[src/sv/md5_pkg.sv]
// Package with the item types, constants and lookup functions of the MD5 engine.
`default_nettype none
package md5_pkg;

  localparam int unsigned WordW = 32;
  localparam int unsigned BufDepth = 16;
  localparam int unsigned IdxW = 4;
  localparam int unsigned StepW = 6;
  localparam int unsigned TotalW = 64;

  localparam logic [WordW-1:0] InitA = 32'h67452301;
  localparam logic [WordW-1:0] InitB = 32'hefcdab89;
  localparam logic [WordW-1:0] InitC = 32'h98badcfe;
  localparam logic [WordW-1:0] InitD = 32'h10325476;
  localparam logic [7:0] PadMark = 8'h80;

  typedef struct packed {
    logic [31:0] message_word;
    logic [2:0]  byte_count;
    logic        last;
  } md5_in_t;

  typedef struct packed {
    logic [63:0] digest_hi;
    logic [63:0] digest_lo;
  } md5_out_t;

  typedef struct packed {
    logic [1:0] round;
    logic [4:0] shamt;
  } md5_step_ctrl_t;

  function automatic logic [WordW-1:0] md5_k(input logic [StepW-1:0] i);
    logic [WordW-1:0] k;
    case (i)
      6'd0: k = 32'hd76aa478;  6'd1: k = 32'he8c7b756;  6'd2: k = 32'h242070db;
      6'd3: k = 32'hc1bdceee;  6'd4: k = 32'hf57c0faf;  6'd5: k = 32'h4787c62a;
      6'd6: k = 32'ha8304613;  6'd7: k = 32'hfd469501;  6'd8: k = 32'h698098d8;
      6'd9: k = 32'h8b44f7af;  6'd10: k = 32'hffff5bb1; 6'd11: k = 32'h895cd7be;
      6'd12: k = 32'h6b901122; 6'd13: k = 32'hfd987193; 6'd14: k = 32'ha679438e;
      6'd15: k = 32'h49b40821; 6'd16: k = 32'hf61e2562; 6'd17: k = 32'hc040b340;
      6'd18: k = 32'h265e5a51; 6'd19: k = 32'he9b6c7aa; 6'd20: k = 32'hd62f105d;
      6'd21: k = 32'h02441453; 6'd22: k = 32'hd8a1e681; 6'd23: k = 32'he7d3fbc8;
      6'd24: k = 32'h21e1cde6; 6'd25: k = 32'hc33707d6; 6'd26: k = 32'hf4d50d87;
      6'd27: k = 32'h455a14ed; 6'd28: k = 32'ha9e3e905; 6'd29: k = 32'hfcefa3f8;
      6'd30: k = 32'h676f02d9; 6'd31: k = 32'h8d2a4c8a; 6'd32: k = 32'hfffa3942;
      6'd33: k = 32'h8771f681; 6'd34: k = 32'h6d9d6122; 6'd35: k = 32'hfde5380c;
      6'd36: k = 32'ha4beea44; 6'd37: k = 32'h4bdecfa9; 6'd38: k = 32'hf6bb4b60;
      6'd39: k = 32'hbebfbc70; 6'd40: k = 32'h289b7ec6; 6'd41: k = 32'heaa127fa;
      6'd42: k = 32'hd4ef3085; 6'd43: k = 32'h04881d05; 6'd44: k = 32'hd9d4d039;
      6'd45: k = 32'he6db99e5; 6'd46: k = 32'h1fa27cf8; 6'd47: k = 32'hc4ac5665;
      6'd48: k = 32'hf4292244; 6'd49: k = 32'h432aff97; 6'd50: k = 32'hab9423a7;
      6'd51: k = 32'hfc93a039; 6'd52: k = 32'h655b59c3; 6'd53: k = 32'h8f0ccc92;
      6'd54: k = 32'hffeff47d; 6'd55: k = 32'h85845dd1; 6'd56: k = 32'h6fa87e4f;
      6'd57: k = 32'hfe2ce6e0; 6'd58: k = 32'ha3014314; 6'd59: k = 32'h4e0811a1;
      6'd60: k = 32'hf7537e82; 6'd61: k = 32'hbd3af235; 6'd62: k = 32'h2ad7d2bb;
      6'd63: k = 32'heb86d391;
      default: k = '0;
    endcase
    return k;
  endfunction

  function automatic logic [IdxW-1:0] md5_g(input logic [StepW-1:0] i);
    logic [IdxW-1:0] lo;
    logic [IdxW-1:0] g;
    lo = i[IdxW-1:0];
    case (i[5:4])
      2'd0: g = lo;
      2'd1: g = IdxW'((lo << 2) + lo + 4'd1);
      2'd2: g = IdxW'((lo << 1) + lo + 4'd5);
      2'd3: g = IdxW'((lo << 3) - lo);
      default: g = lo;
    endcase
    return g;
  endfunction

  function automatic logic [4:0] md5_rot(input logic [StepW-1:0] i);
    logic [4:0] s;
    case ({i[5:4], i[1:0]})
      4'd0: s = 5'd7;   4'd1: s = 5'd12;  4'd2: s = 5'd17;  4'd3: s = 5'd22;
      4'd4: s = 5'd5;   4'd5: s = 5'd9;   4'd6: s = 5'd14;  4'd7: s = 5'd20;
      4'd8: s = 5'd4;   4'd9: s = 5'd11;  4'd10: s = 5'd16; 4'd11: s = 5'd23;
      4'd12: s = 5'd6;  4'd13: s = 5'd10; 4'd14: s = 5'd15; 4'd15: s = 5'd21;
      default: s = 5'd7;
    endcase
    return s;
  endfunction

  function automatic logic [WordW-1:0] md5_bswap(input logic [WordW-1:0] x);
    return {x[7:0], x[15:8], x[23:16], x[31:24]};
  endfunction

endpackage
`default_nettype wire

[src/sv/md5_buffer.sv]
// Generic RAM with one write port and one registered read port, used as the block buffer.
`default_nettype none
module md5_buffer #(
  parameter int unsigned Width = md5_pkg::WordW,
  parameter int unsigned Depth = md5_pkg::BufDepth
) (
  input  wire logic                       clk_i,
  input  wire logic                       we_i,
  input  wire logic [$clog2(Depth)-1:0]   wr_idx_i,
  input  wire logic [Width-1:0]           wr_data_i,
  input  wire logic [$clog2(Depth)-1:0]   rd_idx_i,
  output logic      [Width-1:0]           rd_data_o
);

  logic [Width-1:0] mem_q [Depth];
  logic [Width-1:0] rd_data_q;

  always_ff @(posedge clk_i) begin
    if (we_i) begin
      mem_q[wr_idx_i] <= wr_data_i;
    end
    rd_data_q <= mem_q[rd_idx_i];
  end

  assign rd_data_o = rd_data_q;

endmodule
`default_nettype wire

[src/sv/md5_step.sv]
// One MD5 step: round function, add of the prepared constant and word, rotate and add.
`default_nettype none
module md5_step (
  input  wire logic [md5_pkg::WordW-1:0] a_i,
  input  wire logic [md5_pkg::WordW-1:0] b_i,
  input  wire logic [md5_pkg::WordW-1:0] c_i,
  input  wire logic [md5_pkg::WordW-1:0] d_i,
  input  wire logic [md5_pkg::WordW-1:0] kw_i,
  input  wire md5_pkg::md5_step_ctrl_t   ctrl_i,
  output logic      [md5_pkg::WordW-1:0] b_o
);
  import md5_pkg::*;

  logic [WordW-1:0]   f;
  logic [WordW-1:0]   sum;
  logic [2*WordW-1:0] dbl;

  always_comb begin
    case (ctrl_i.round)
      2'd0: f = (b_i & c_i) | (~b_i & d_i);
      2'd1: f = (d_i & b_i) | (~d_i & c_i);
      2'd2: f = b_i ^ c_i ^ d_i;
      2'd3: f = c_i ^ (b_i | ~d_i);
      default: f = '0;
    endcase
  end

  assign sum = a_i + f + kw_i;
  assign dbl = {sum, sum} << ctrl_i.shamt;
  assign b_o = b_i + dbl[2*WordW-1:WordW];

endmodule
`default_nettype wire

[src/sv/md5_hash_engine.sv]
// MD5 engine top level: word packing, padding sequencer and iterative compression.
//
// Message words enter on the in channel (valid/ready); each item carries zero to four
// bytes, first byte in bits 7..0. An item with last set or fewer than four bytes ends
// the message. The digest leaves on the out channel as one item per message.
// An item that neither fills a block nor ends the message leaves the block ready for
// the next item. A full block then runs one load state, 64 steps of the single shared
// step unit, and one add state that folds the result into the chaining words. At the
// end of a message the padding words are written one per cycle (up to 16), followed by
// one or two compressions and a final state that loads the digest into the output
// register.
// The block takes no item while it pads, compresses or holds a digest back. The output
// register holds the digest until the receiver takes it; the next message may stream
// in meanwhile, and its digest waits in the sequencer until the register is free.
// Reset returns the chaining words to their initial values and clears the counts.
`default_nettype none
module md5_hash_engine (
  input  wire logic              clk_i,
  input  wire logic              rst_ni,
  input  wire logic              in_valid_i,
  output logic                   in_ready_o,
  input  wire md5_pkg::md5_in_t  in_data_i,
  output logic                   out_valid_o,
  input  wire logic              out_ready_i,
  output md5_pkg::md5_out_t      out_data_o
);
  import md5_pkg::*;

  localparam logic [2:0] StIdle = 3'd0;
  localparam logic [2:0] StPad  = 3'd1;
  localparam logic [2:0] StLoad = 3'd2;
  localparam logic [2:0] StStep = 3'd3;
  localparam logic [2:0] StAdd  = 3'd4;
  localparam logic [2:0] StFin  = 3'd5;

  logic [2:0]        state_q, state_d;
  logic [IdxW-1:0]   widx_q, widx_d;
  logic [StepW-1:0]  step_q, step_d;
  logic              ends_q, ends_d;
  logic              mark_q, mark_d;
  logic              wrap_q, wrap_d;
  logic              fin_q, fin_d;
  logic [WordW-1:0]  chain_a_q, chain_a_d, chain_b_q, chain_b_d;
  logic [WordW-1:0]  chain_c_q, chain_c_d, chain_d_q, chain_d_d;
  logic [WordW-1:0]  wa_q, wa_d, wb_q, wb_d, wc_q, wc_d, wd_q, wd_d;
  logic [WordW-1:0]  kw_q, kw_d;
  logic [TotalW-1:0] total_q, total_d;
  logic              out_valid_q, out_valid_d;
  md5_out_t          out_q, out_d;

  logic              in_fire;
  logic              out_fire;
  logic [2:0]        cnt;
  logic              in_ends;
  logic [WordW-1:0]  in_word;
  logic              buf_we;
  logic [WordW-1:0]  buf_wdata;
  logic [IdxW-1:0]   buf_ridx;
  logic [WordW-1:0]  buf_rdata;
  logic [StepW-1:0]  next_step;
  logic [StepW-1:0]  rd_step;
  logic [WordW-1:0]  step_b;
  md5_step_ctrl_t    step_ctrl;

  assign in_ready_o  = (state_q == StIdle);
  assign in_fire     = in_valid_i && in_ready_o;
  assign out_valid_o = out_valid_q;
  assign out_data_o  = out_q;
  assign out_fire    = out_valid_q && out_ready_i;

  assign cnt     = (in_data_i.byte_count > 3'd4) ? 3'd4 : in_data_i.byte_count;
  assign in_ends = in_data_i.last || (cnt < 3'd4);

  always_comb begin
    for (int j = 0; j < 4; j++) begin
      if (3'(j) < cnt) begin
        in_word[8*j +: 8] = in_data_i.message_word[8*j +: 8];
      end else if (3'(j) == cnt) begin
        in_word[8*j +: 8] = PadMark;
      end else begin
        in_word[8*j +: 8] = 8'h00;
      end
    end
  end

  always_comb begin
    if (!mark_q) begin
      buf_wdata = {24'h0, PadMark};
    end else if (!wrap_q && widx_q == 4'd14) begin
      buf_wdata = total_q[WordW-1:0];
    end else if (!wrap_q && widx_q == 4'd15) begin
      buf_wdata = total_q[TotalW-1:WordW];
    end else begin
      buf_wdata = '0;
    end
    if (state_q == StIdle) begin
      buf_wdata = in_word;
    end
  end

  // The buffer read is registered, so the word index runs one step ahead of next_step.
  always_comb begin
    if (state_q == StStep) begin
      rd_step = StepW'(step_q + 6'd2);
    end else if (state_q == StLoad) begin
      rd_step = 6'd1;
    end else begin
      rd_step = '0;
    end
  end

  assign buf_we    = in_fire || (state_q == StPad);
  assign next_step = (state_q == StLoad) ? '0 : StepW'(step_q + 6'd1);
  assign buf_ridx  = md5_g(rd_step);
  assign step_ctrl = '{round: step_q[5:4], shamt: md5_rot(step_q)};

  md5_buffer #(
    .Width (WordW),
    .Depth (BufDepth)
  ) u_buffer (
    .clk_i     (clk_i),
    .we_i      (buf_we),
    .wr_idx_i  (widx_q),
    .wr_data_i (buf_wdata),
    .rd_idx_i  (buf_ridx),
    .rd_data_o (buf_rdata)
  );

  md5_step u_step (
    .a_i    (wa_q),
    .b_i    (wb_q),
    .c_i    (wc_q),
    .d_i    (wd_q),
    .kw_i   (kw_q),
    .ctrl_i (step_ctrl),
    .b_o    (step_b)
  );

  always_comb begin
    state_d     = state_q;
    widx_d      = widx_q;
    step_d      = step_q;
    ends_d      = ends_q;
    mark_d      = mark_q;
    wrap_d      = wrap_q;
    fin_d       = fin_q;
    chain_a_d   = chain_a_q;
    chain_b_d   = chain_b_q;
    chain_c_d   = chain_c_q;
    chain_d_d   = chain_d_q;
    wa_d        = wa_q;
    wb_d        = wb_q;
    wc_d        = wc_q;
    wd_d        = wd_q;
    kw_d        = md5_k(next_step) + buf_rdata;
    total_d     = total_q;
    out_d       = out_q;
    out_valid_d = out_valid_q && !out_fire;

    case (state_q)
      StIdle: begin
        if (in_fire) begin
          total_d = total_q + {58'd0, cnt, 3'd0};
          ends_d  = in_ends;
          mark_d  = (cnt < 3'd4);
          wrap_d  = (cnt < 3'd4) && (widx_q >= 4'd14);
          fin_d   = 1'b0;
          widx_d  = IdxW'(widx_q + 4'd1);
          if (widx_q == 4'd15) begin
            state_d = StLoad;
          end else if (in_ends) begin
            state_d = StPad;
          end
        end
      end
      StPad: begin
        widx_d = IdxW'(widx_q + 4'd1);
        if (!mark_q) begin
          mark_d = 1'b1;
          wrap_d = (widx_q >= 4'd14);
        end
        if (widx_q == 4'd15) begin
          fin_d   = mark_q && !wrap_q;
          state_d = StLoad;
        end
      end
      StLoad: begin
        wa_d    = chain_a_q;
        wb_d    = chain_b_q;
        wc_d    = chain_c_q;
        wd_d    = chain_d_q;
        step_d  = '0;
        state_d = StStep;
      end
      StStep: begin
        wa_d   = wd_q;
        wb_d   = step_b;
        wc_d   = wb_q;
        wd_d   = wc_q;
        step_d = next_step;
        if (step_q == 6'd63) begin
          state_d = StAdd;
        end
      end
      StAdd: begin
        chain_a_d = chain_a_q + wa_q;
        chain_b_d = chain_b_q + wb_q;
        chain_c_d = chain_c_q + wc_q;
        chain_d_d = chain_d_q + wd_q;
        widx_d    = '0;
        wrap_d    = 1'b0;
        if (fin_q) begin
          state_d = StFin;
        end else if (ends_q) begin
          state_d = StPad;
        end else begin
          state_d = StIdle;
        end
      end
      StFin: begin
        if (!out_valid_q || out_ready_i) begin
          out_d.digest_hi = {md5_bswap(chain_a_q), md5_bswap(chain_b_q)};
          out_d.digest_lo = {md5_bswap(chain_c_q), md5_bswap(chain_d_q)};
          out_valid_d     = 1'b1;
          chain_a_d       = InitA;
          chain_b_d       = InitB;
          chain_c_d       = InitC;
          chain_d_d       = InitD;
          total_d         = '0;
          widx_d          = '0;
          ends_d          = 1'b0;
          mark_d          = 1'b0;
          wrap_d          = 1'b0;
          fin_d           = 1'b0;
          state_d         = StIdle;
        end
      end
      default: begin
        state_d = StIdle;
      end
    endcase
  end

  always_ff @(posedge clk_i or negedge rst_ni) begin
    if (!rst_ni) begin
      state_q     <= StIdle;
      widx_q      <= '0;
      step_q      <= '0;
      ends_q      <= 1'b0;
      mark_q      <= 1'b0;
      wrap_q      <= 1'b0;
      fin_q       <= 1'b0;
      chain_a_q   <= InitA;
      chain_b_q   <= InitB;
      chain_c_q   <= InitC;
      chain_d_q   <= InitD;
      total_q     <= '0;
      out_valid_q <= 1'b0;
    end else begin
      state_q     <= state_d;
      widx_q      <= widx_d;
      step_q      <= step_d;
      ends_q      <= ends_d;
      mark_q      <= mark_d;
      wrap_q      <= wrap_d;
      fin_q       <= fin_d;
      chain_a_q   <= chain_a_d;
      chain_b_q   <= chain_b_d;
      chain_c_q   <= chain_c_d;
      chain_d_q   <= chain_d_d;
      total_q     <= total_d;
      out_valid_q <= out_valid_d;
    end
  end

  always_ff @(posedge clk_i) begin
    wa_q  <= wa_d;
    wb_q  <= wb_d;
    wc_q  <= wc_d;
    wd_q  <= wd_d;
    kw_q  <= kw_d;
    out_q <= out_d;
  end

  assert property (@(posedge clk_i) disable iff (!rst_ni)
    (state_q == StStep && step_q == 6'd63) |=> (state_q == StAdd))
    else $error("compression did not end after the last step");

  assert property (@(posedge clk_i) disable iff (!rst_ni)
    (state_q == StPad && wrap_q) |-> !fin_q)
    else $error("length written into a block without room for it");

  assert property (@(posedge clk_i) disable iff (!rst_ni)
    (state_q == StFin && (!out_valid_q || out_ready_i))
      |=> (out_valid_o && chain_a_q == InitA && total_q == '0))
    else $error("digest not issued or state not restarted");

endmodule
`default_nettype wire

[config.mk]
export PLATFORM = sky130hd
export DESIGN_NAME = md5_hash_engine
export DESIGN_NICKNAME = d
export VERILOG_FILES = /design/src/sv/md5_pkg.sv /design/src/sv/md5_buffer.sv /design/src/sv/md5_step.sv /design/src/sv/md5_hash_engine.sv
export SDC_FILE = /design/constraint.sdc
export NUM_CORES = 2
export LEC_CHECK = 0
export ABC_AREA = 1
export BUFFER_PORTS_ARGS = -buffer_cell sky130_fd_sc_hd__clkbuf_2
export CAP_MARGIN = 15
export CORE_MARGIN = 10
export CORE_UTILIZATION = 50
export CTS_CLUSTER_DIAMETER = 30
export CTS_CLUSTER_SIZE = 10
export DETAILED_ROUTE_END_ITERATION = 6
export PLACE_DENSITY = 0.65
export SYNTH_ARGS = -nofsm -noshare
export SYNTH_HDL_FRONTEND = slang
export SYNTH_SLANG_ARGS = --single-unit
[constraint.sdc]
create_clock -name clk_i -period 13.7 [get_ports clk_i]
set_input_delay 2.055 -clock clk_i [delete_from_list [all_inputs] [get_ports clk_i]]
set_output_delay 2.055 -clock clk_i [all_outputs]
set_load 0.01 [all_outputs]
After elaboration in Yosys (flattened, before gate mapping)
Memory sizes are Yosys's and may differ from the RTL's. A register that Yosys moved wholly into a read port is not among the register bits.
Cells that the tools add are included.
{"block": "classes", "add_sub_neg": 17, "magnitude_cmp": 7, "eq_ne": 23, "n_shift": 1, "n_mux": 61, "bitwise": 12, "n_reduce_logical": 30}
{"operator": "32-bit case mux with 2 select lines", "count": 8}
{"operator": "32-bit adder", "count": 8}
{"operator": "32-bit two-way mux", "count": 8}
{"operator": "32-bit bitwise AND", "count": 4}
{"operator": "64-bit two-way mux", "count": 2}
{"operator": "32-bit case mux with 4 select lines", "count": 1}
{"operator": "64-bit case mux with 2 select lines", "count": 1}
{"operator": "32-bit bitwise OR", "count": 3}
{"operator": "32-bit XOR", "count": 3}
{"operator": "64-bit by 6-bit adder with 64-bit output", "count": 1}
{"operator": "8-bit two-way mux", "count": 8}
{"operator": "32-bit NOT", "count": 2}
{"operator": "64-bit by 5-bit << shifter with 64-bit output", "count": 1}
{"operator": "4-bit case mux with 4 select lines", "count": 2}
{"operator": "3-bit two-way mux", "count": 8}
{"operator": "3-bit case mux with 6 select lines", "count": 1}
{"operator": "1-bit two-way mux", "count": 13}
{"operator": "6-bit two-way mux", "count": 2}
{"operator": "6-bit case mux with 2 select lines", "count": 1}
{"operator": "3-bit AND reduction", "count": 3}
{"operator": "4-bit by 1-bit adder with 4-bit output (second input constant)", "count": 2}
{"operator": "4-bit adder", "count": 2}
{"operator": "2-bit == test (second input constant)", "count": 4}
{"operator": "4-bit == test (second input constant)", "count": 2}
{"operator": "other kinds (34)", "count": 61}
{"block": "totals", "register_bits": 498, "mem_bits_rw": 512, "romBits": 2128, "in_bits": 40, "out_inout_bits": 130, "mem_count": 3}
{"memory": "(no name shown)", "depth": 64, "width": 32, "rd": 1, "rd_clocked_by_memory_dff": 0, "wr": 0, "line_no": "md5_pkg.sv:35", "text": "case (i)"}
{"memory": "u_buffer.mem_q", "depth": 16, "width": 32, "rd": 1, "rd_clocked_by_memory_dff": 1, "wr": 1, "line_no": "md5_buffer.sv:15", "text": "logic [Width-1:0] mem_q [Depth];"}
{"memory": "(no name shown)", "depth": 16, "width": 5, "rd": 1, "rd_clocked_by_memory_dff": 0, "wr": 0, "line_no": "md5_pkg.sv:79", "text": "case ({i[5:4], i[1:0]})"}

Depth between registers and ports, before layout
{"block": "depth", "word_depth": 9, "ltp_mapped": 41, "ltp_nobuf": 40}

By module
A second synthesis with hierarchy kept.
{"block": "unflattened", "hier_cells": 8199, "hier_area_um2": 64668.3}
{"mod": "md5_hash_engine", "n_inst": 1, "cells_each": 4449, "area_each_um2": 33050.4, "seq_area_each_um2": 13588.0}
{"mod": "md5_buffer", "n_inst": 1, "cells_each": 2120, "area_each_um2": 22738.1, "seq_area_each_um2": 16015.4}
{"mod": "md5_step", "n_inst": 1, "cells_each": 1630, "area_each_um2": 8879.8, "seq_area_each_um2": 0.0}

Worst setup path after synthesis
OpenSTA, ideal clock, no wires.
{"block": "synth_path", "kind": "input-to-reg", "start": "in out_ready_i", "end": "reg out_q, in the netlist out_data_o[0], enable pin", "arrival_time_ns": 5.933, "required_ns": 13.158, "slack_ns": 7.225, "cell_stages": 3, "n_path_buf": 1, "path_cell_list": "nor2_1 -> nor2_1 -> clkbuf_1"}
{"block": "synth_between", "elab_chain_cells": 2}
{"element": "from (decl)", "line_no": "md5_hash_engine.sv:24", "text": "input wire logic out_ready_i,"}
{"element": "1-bit logical OR", "line_no": "md5_hash_engine.sv:221", "text": "if (!out_valid_q || out_ready_i) begin"}
{"element": "2-bit AND reduction (no source line)"}
{"element": "to (signal assigned)", "line_no": "md5_hash_engine.sv:282", "text": "out_q <= out_d;"}
{"element": "to (decl)", "line_no": "md5_hash_engine.sv:49", "text": "md5_out_t out_q, out_d;"}
Every way passes these cells.
A chain may end at the register's enable or synchronous reset.

Worst setup path in the final report
{"block": "layout_path", "start": "reg wd_q[1]", "end": "reg wb_q[21] (data pin)"}
{"block": "layout_between", "elab_chain_cells": 9, "word_cells_on_any_way": 15, "classes_between": "add/sub: 3; shift: 1; mux: 2; bitwise: 9"}
{"element": "from (decl)", "line_no": "md5_hash_engine.sv:45", "text": "logic [WordW-1:0] wa_q, wa_d, wb_q, wb_d, wc_q, wc_d, wd_q, wd_d;"}
{"element": "from (signal assigned)", "line_no": "md5_hash_engine.sv:280", "text": "wd_q <= wd_d;"}
{"element": "32-bit NOT", "line_no": "md5_step.sv:21, md5_step.sv:23"}
{"element": "32-bit bitwise OR / 32-bit bitwise AND (equally long branches)", "line_no": "md5_step.sv:23, md5_step.sv:21"}
{"element": "32-bit XOR / 32-bit bitwise OR (equally long branches)", "line_no": "md5_step.sv:23, md5_step.sv:21"}
{"element": "32-bit case mux with 4 select lines (*)", "line_no": "md5_step.sv:19", "text": "case (ctrl_i.round)"}
{"element": "32-bit adder (*) (2 in a row)", "line_no": "md5_step.sv:28", "text": "assign sum = a_i + f + kw_i;"}
{"element": "64-bit by 5-bit << shifter with 64-bit output (*)", "line_no": "md5_step.sv:29", "text": "assign dbl = {sum, sum} << ctrl_i.shamt;"}
{"element": "32-bit adder (*)", "line_no": "md5_step.sv:30", "text": "assign b_o = b_i + dbl[2*WordW-1:WordW];"}
{"element": "32-bit case mux with 2 select lines (*)", "line_no": "md5_hash_engine.sv:160", "text": "case (state_q)"}
{"element": "via wb_d[21]", "line_no": "md5_hash_engine.sv:45"}
{"element": "to (signal assigned)", "line_no": "md5_hash_engine.sv:278", "text": "wb_q <= wb_d;"}
{"element": "to (decl)", "line_no": "md5_hash_engine.sv:45"}
The timed path passes the listed nets; every way through them passes the cells marked *.

==> flow_summary.yaml <==
run_status:
  status: "completed"
cells_and_area:
  multiInputGateArea_sq_mm: 0.0261
  fin_nets: 7537
  antenna_cells: 0
  drive_gt1_frac: 0.110
  regArea_sq_mm: 0.0296
  fill_cells: 10363
  area_growth_syn_to_layout_pct: 18.3
synthesis:
  synth_area_leaders: "edfxtp_1, nand2_1, dfrtp_1"
  syn_inst: 6978
  synth.area.mux_share: 0.000833
  synth_top_family_by_area: "simple AND/OR/NAND/NOR gates"
  synth_seq_cells: 1039
  yosysTopAreaCell: "edfxtp_1"
  yosys.area_share.adder: 0.0660
  syn_avg_cell_area_sq_um: 8.61
  yosys.area_share.xor_xnor: 0.0207
  synth_ff_type: "edfxtp_1"
  synth_warnings: 0
  synth_top_cell_area_share: 0.384
  syn_area_sq_mm: 0.0601
  ys_seq_area_frac: 0.493
  synth.net_count: 7311
  synth_edf_count: 768
  ys_types: 67
  synth_simple_gate_area_frac: 0.182
  synth_compound_area_frac: 0.161
  synth_async_sr_flop_share: 0.199
drt:
  met3_length_microns: 14400
  vias: 51881
  drc: 0
  post_drt_wl_per_cell_microns: 22.2
  via_per_inst: 5.75
  wl_met1_microns: 80100
  drt_iter0_markers: 5415
  top_layer_used: "met5"
  drtPass1Iterations: 6
  routed_wl_microns: 200000
  ant_nets: 0
  wl_met2_microns: 94300
worst_hold_path:
  holdPathStages: 0
  hold_path_end: "out_data_o[92]$_DFFE_PP_"
  worstHoldStart: "chain_b_q[4]$_DFFE_PN0P_"
  min_path_type: "reg2reg"
clocking:
  cts_buffers: 225
  cts_tree: "done"
  cts_htree_levels: 4
  cts_hold_buf: 0
  clock_sinks: 1039
  cts.clk_slew.worst_paths_ps: 50
  clk_path_buf_depth: 3
  cts_resized: 0
  post_cts_buffers: 0
  cts_root_buffer: "clkbuf_16"
  clk_latency_ps: 880
die:
  fp.coreArea_sq_mm: 0.120
  num_io_pins: 170
  die_width_microns: 367
  dieArea_sq_mm: 0.134
  placementRows: 127
  fp.dieH_microns: 367
  initial_utilization: 0.502
timing:
  rsz0062_at_grt: "no"
  fin_crit_sh: 0.539
  fin_worst_skew_ps: 83.0
  clock.fmax_mhz: 135
  slew-limit-headroom: 0.151
  hold_violations: 0
  setup_viol: 0
  fin_crit_ps: 7380
  tightest_slew_ps: 1260
  tns_ps: 0
  slew_viol_final: 0
grt:
  grt_max_degree: 266
  grt_usage: 0.289
  grt_pass1_vias: 49728
  antenna_found_initial: 1
  grt_pass1_wl_microns: 301000
  grt_overflow_total: 0
worst_setup_path:
  path_class: "reg2reg"
  critPathMaxStageDelay_ps: 610
  critPathBufInv: 3
  reg2reg_slack_ps: 6320
  worst_path_most_repeated_cell: "nand2_1"
  critPathMaxFanout: 5
  crit_arrival_ps: 7940
  cp.required_ps: 14260
  r2r_end: "wb_q[21]$_DFFE_PP_"
  ff2ff_path_depth: 35
  cp_slowest_cell: "a21boi_0"
  cp-end-kind: "flip-flop"
  cp-start-kind: "flip-flop"
  r2r_start: "wd_q[1]$_DFFE_PP_"
  crit_family: "compound AO/OA/AOI/OAI gates"
job:
  cap_violations: 0
placement:
  gp_congestion: 1.05
  port_buffers: 169
  dp_hpwl_microns: 140000
worst reg2reg max path: cells and delay by family (launching register included):
family | cells | cell delay, ps
compound gates | 10 | 2320
simple gates | 16 | 2000
flops | 1 | 490
fa+ha+maj | 4 | 1500
xor+xnor | 2 | 320
buf+inv | 3 | 480
flip-flops by register name, summed over array words and instances, names as in the netlist, 6 cells and up:
register,cells
chain_c_q,32
total_q,61
wd_q,32
wb_q,32
wc_q,32
chain_d_q,32
u_buffer.rd_data_o,32
out_data_o,128
wa_q,32
chain_a_q,32
chain_b_q,32
kw_q,32
step_q,6
u_buffer.mem_q,512
kinds of logic after synthesis:
family                     count (synthesis)
AOI/OAI and AO/OA                       1701
xor gates and xnor gates                 140
adders and majority gates                293
buffers and inverters                   1214
DFF                                     1039
muxes                                      5
and+or+nand+nor                         2586
layout by cell type, fill, tap and decap left out, drive strengths merged, types with 30 or more instances in the layout:
cell and instances:
buf 83, nand2 1402, clkinvlp 30, o22ai 67, a21oi 579, dfxtp 64
clkbuf 419, inv 973, bufinv 39, a31oi 33, xor2 90, xnor2 50
dfstp 64, nand4 73, nor3 82, edfxtp 768, clkinv 100, o21ai 662
nand3 575, fa 40, nor2 396, ha 253, dfrtp 143, o211ai 185
per-layer routing:
layer  vias up  global-route usage
met5         -                   0
met1     24645               0.361
met3       439              0.0499
li1      24667                   -
met4         2               0.151
met2      2128               0.479
how the worst max path moves through the flow:
stage                               start                       to  slack (ps)  cells after the start
detailed placement  step_q[4]$_DFFE_PN0P_       wb_q[21]$_DFFE_PP_        6460                     36
finish                  wd_q[1]$_DFFE_PP_       wb_q[21]$_DFFE_PP_        6320                     35
global route        step_q[4]$_DFFE_PN0P_       wb_q[21]$_DFFE_PP_        5770                     36
floorplan                     out_ready_i  out_data_o[0]$_DFFE_PP_        7220                      3
global placement        wd_q[1]$_DFFE_PP_       wb_q[21]$_DFFE_PP_        6510                     35
CTS                 step_q[4]$_DFFE_PN0P_       wb_q[21]$_DFFE_PP_        6460                     36
cell usage after synthesis (57+ instances only):
cell type,n
o22ai_1,67
edfxtp_1,768
o21ai_1,102
dfstp_2,64
o21ai_0,559
dfrtp_1,143
o211ai_1,185
inv_1,942
nor2_1,386
nand4_1,72
nand3_1,574
nand2_1,1398
clkbuf_1,164
xor2_1,89
a21oi_1,579
ha_1,253
nor3_1,78
dfxtp_1,64
buf_2,57
stage by stage:
step	setup WS (ps)	std cells	util	hold WS [ps]	cell area, sq um
after floorplan	7220	6978	-	432	60100
after global placement	6510	8586	0.525	463	62800
after detailed placement	6460	8586	0.525	475	62800
after CTS	6460	9017	0.594	485	71100
after global routing	5770	9020	0.594	508	71100
final	6320	9020	0.594	485	71100
layout make-up:
type,count,area share
well taps,1612,0.0284
repair buffers,251,0.0210
clock inverters,180,0.0343
multi-input cells,4725,0.367
inverters,962,0.0509
flip-flops and latches,1039,0.416
clock buffers,251,0.0817
Power is left out: the tool's default activity adds up to more than one toggle a clock period on the data nets, which glitch-free logic cannot reach.
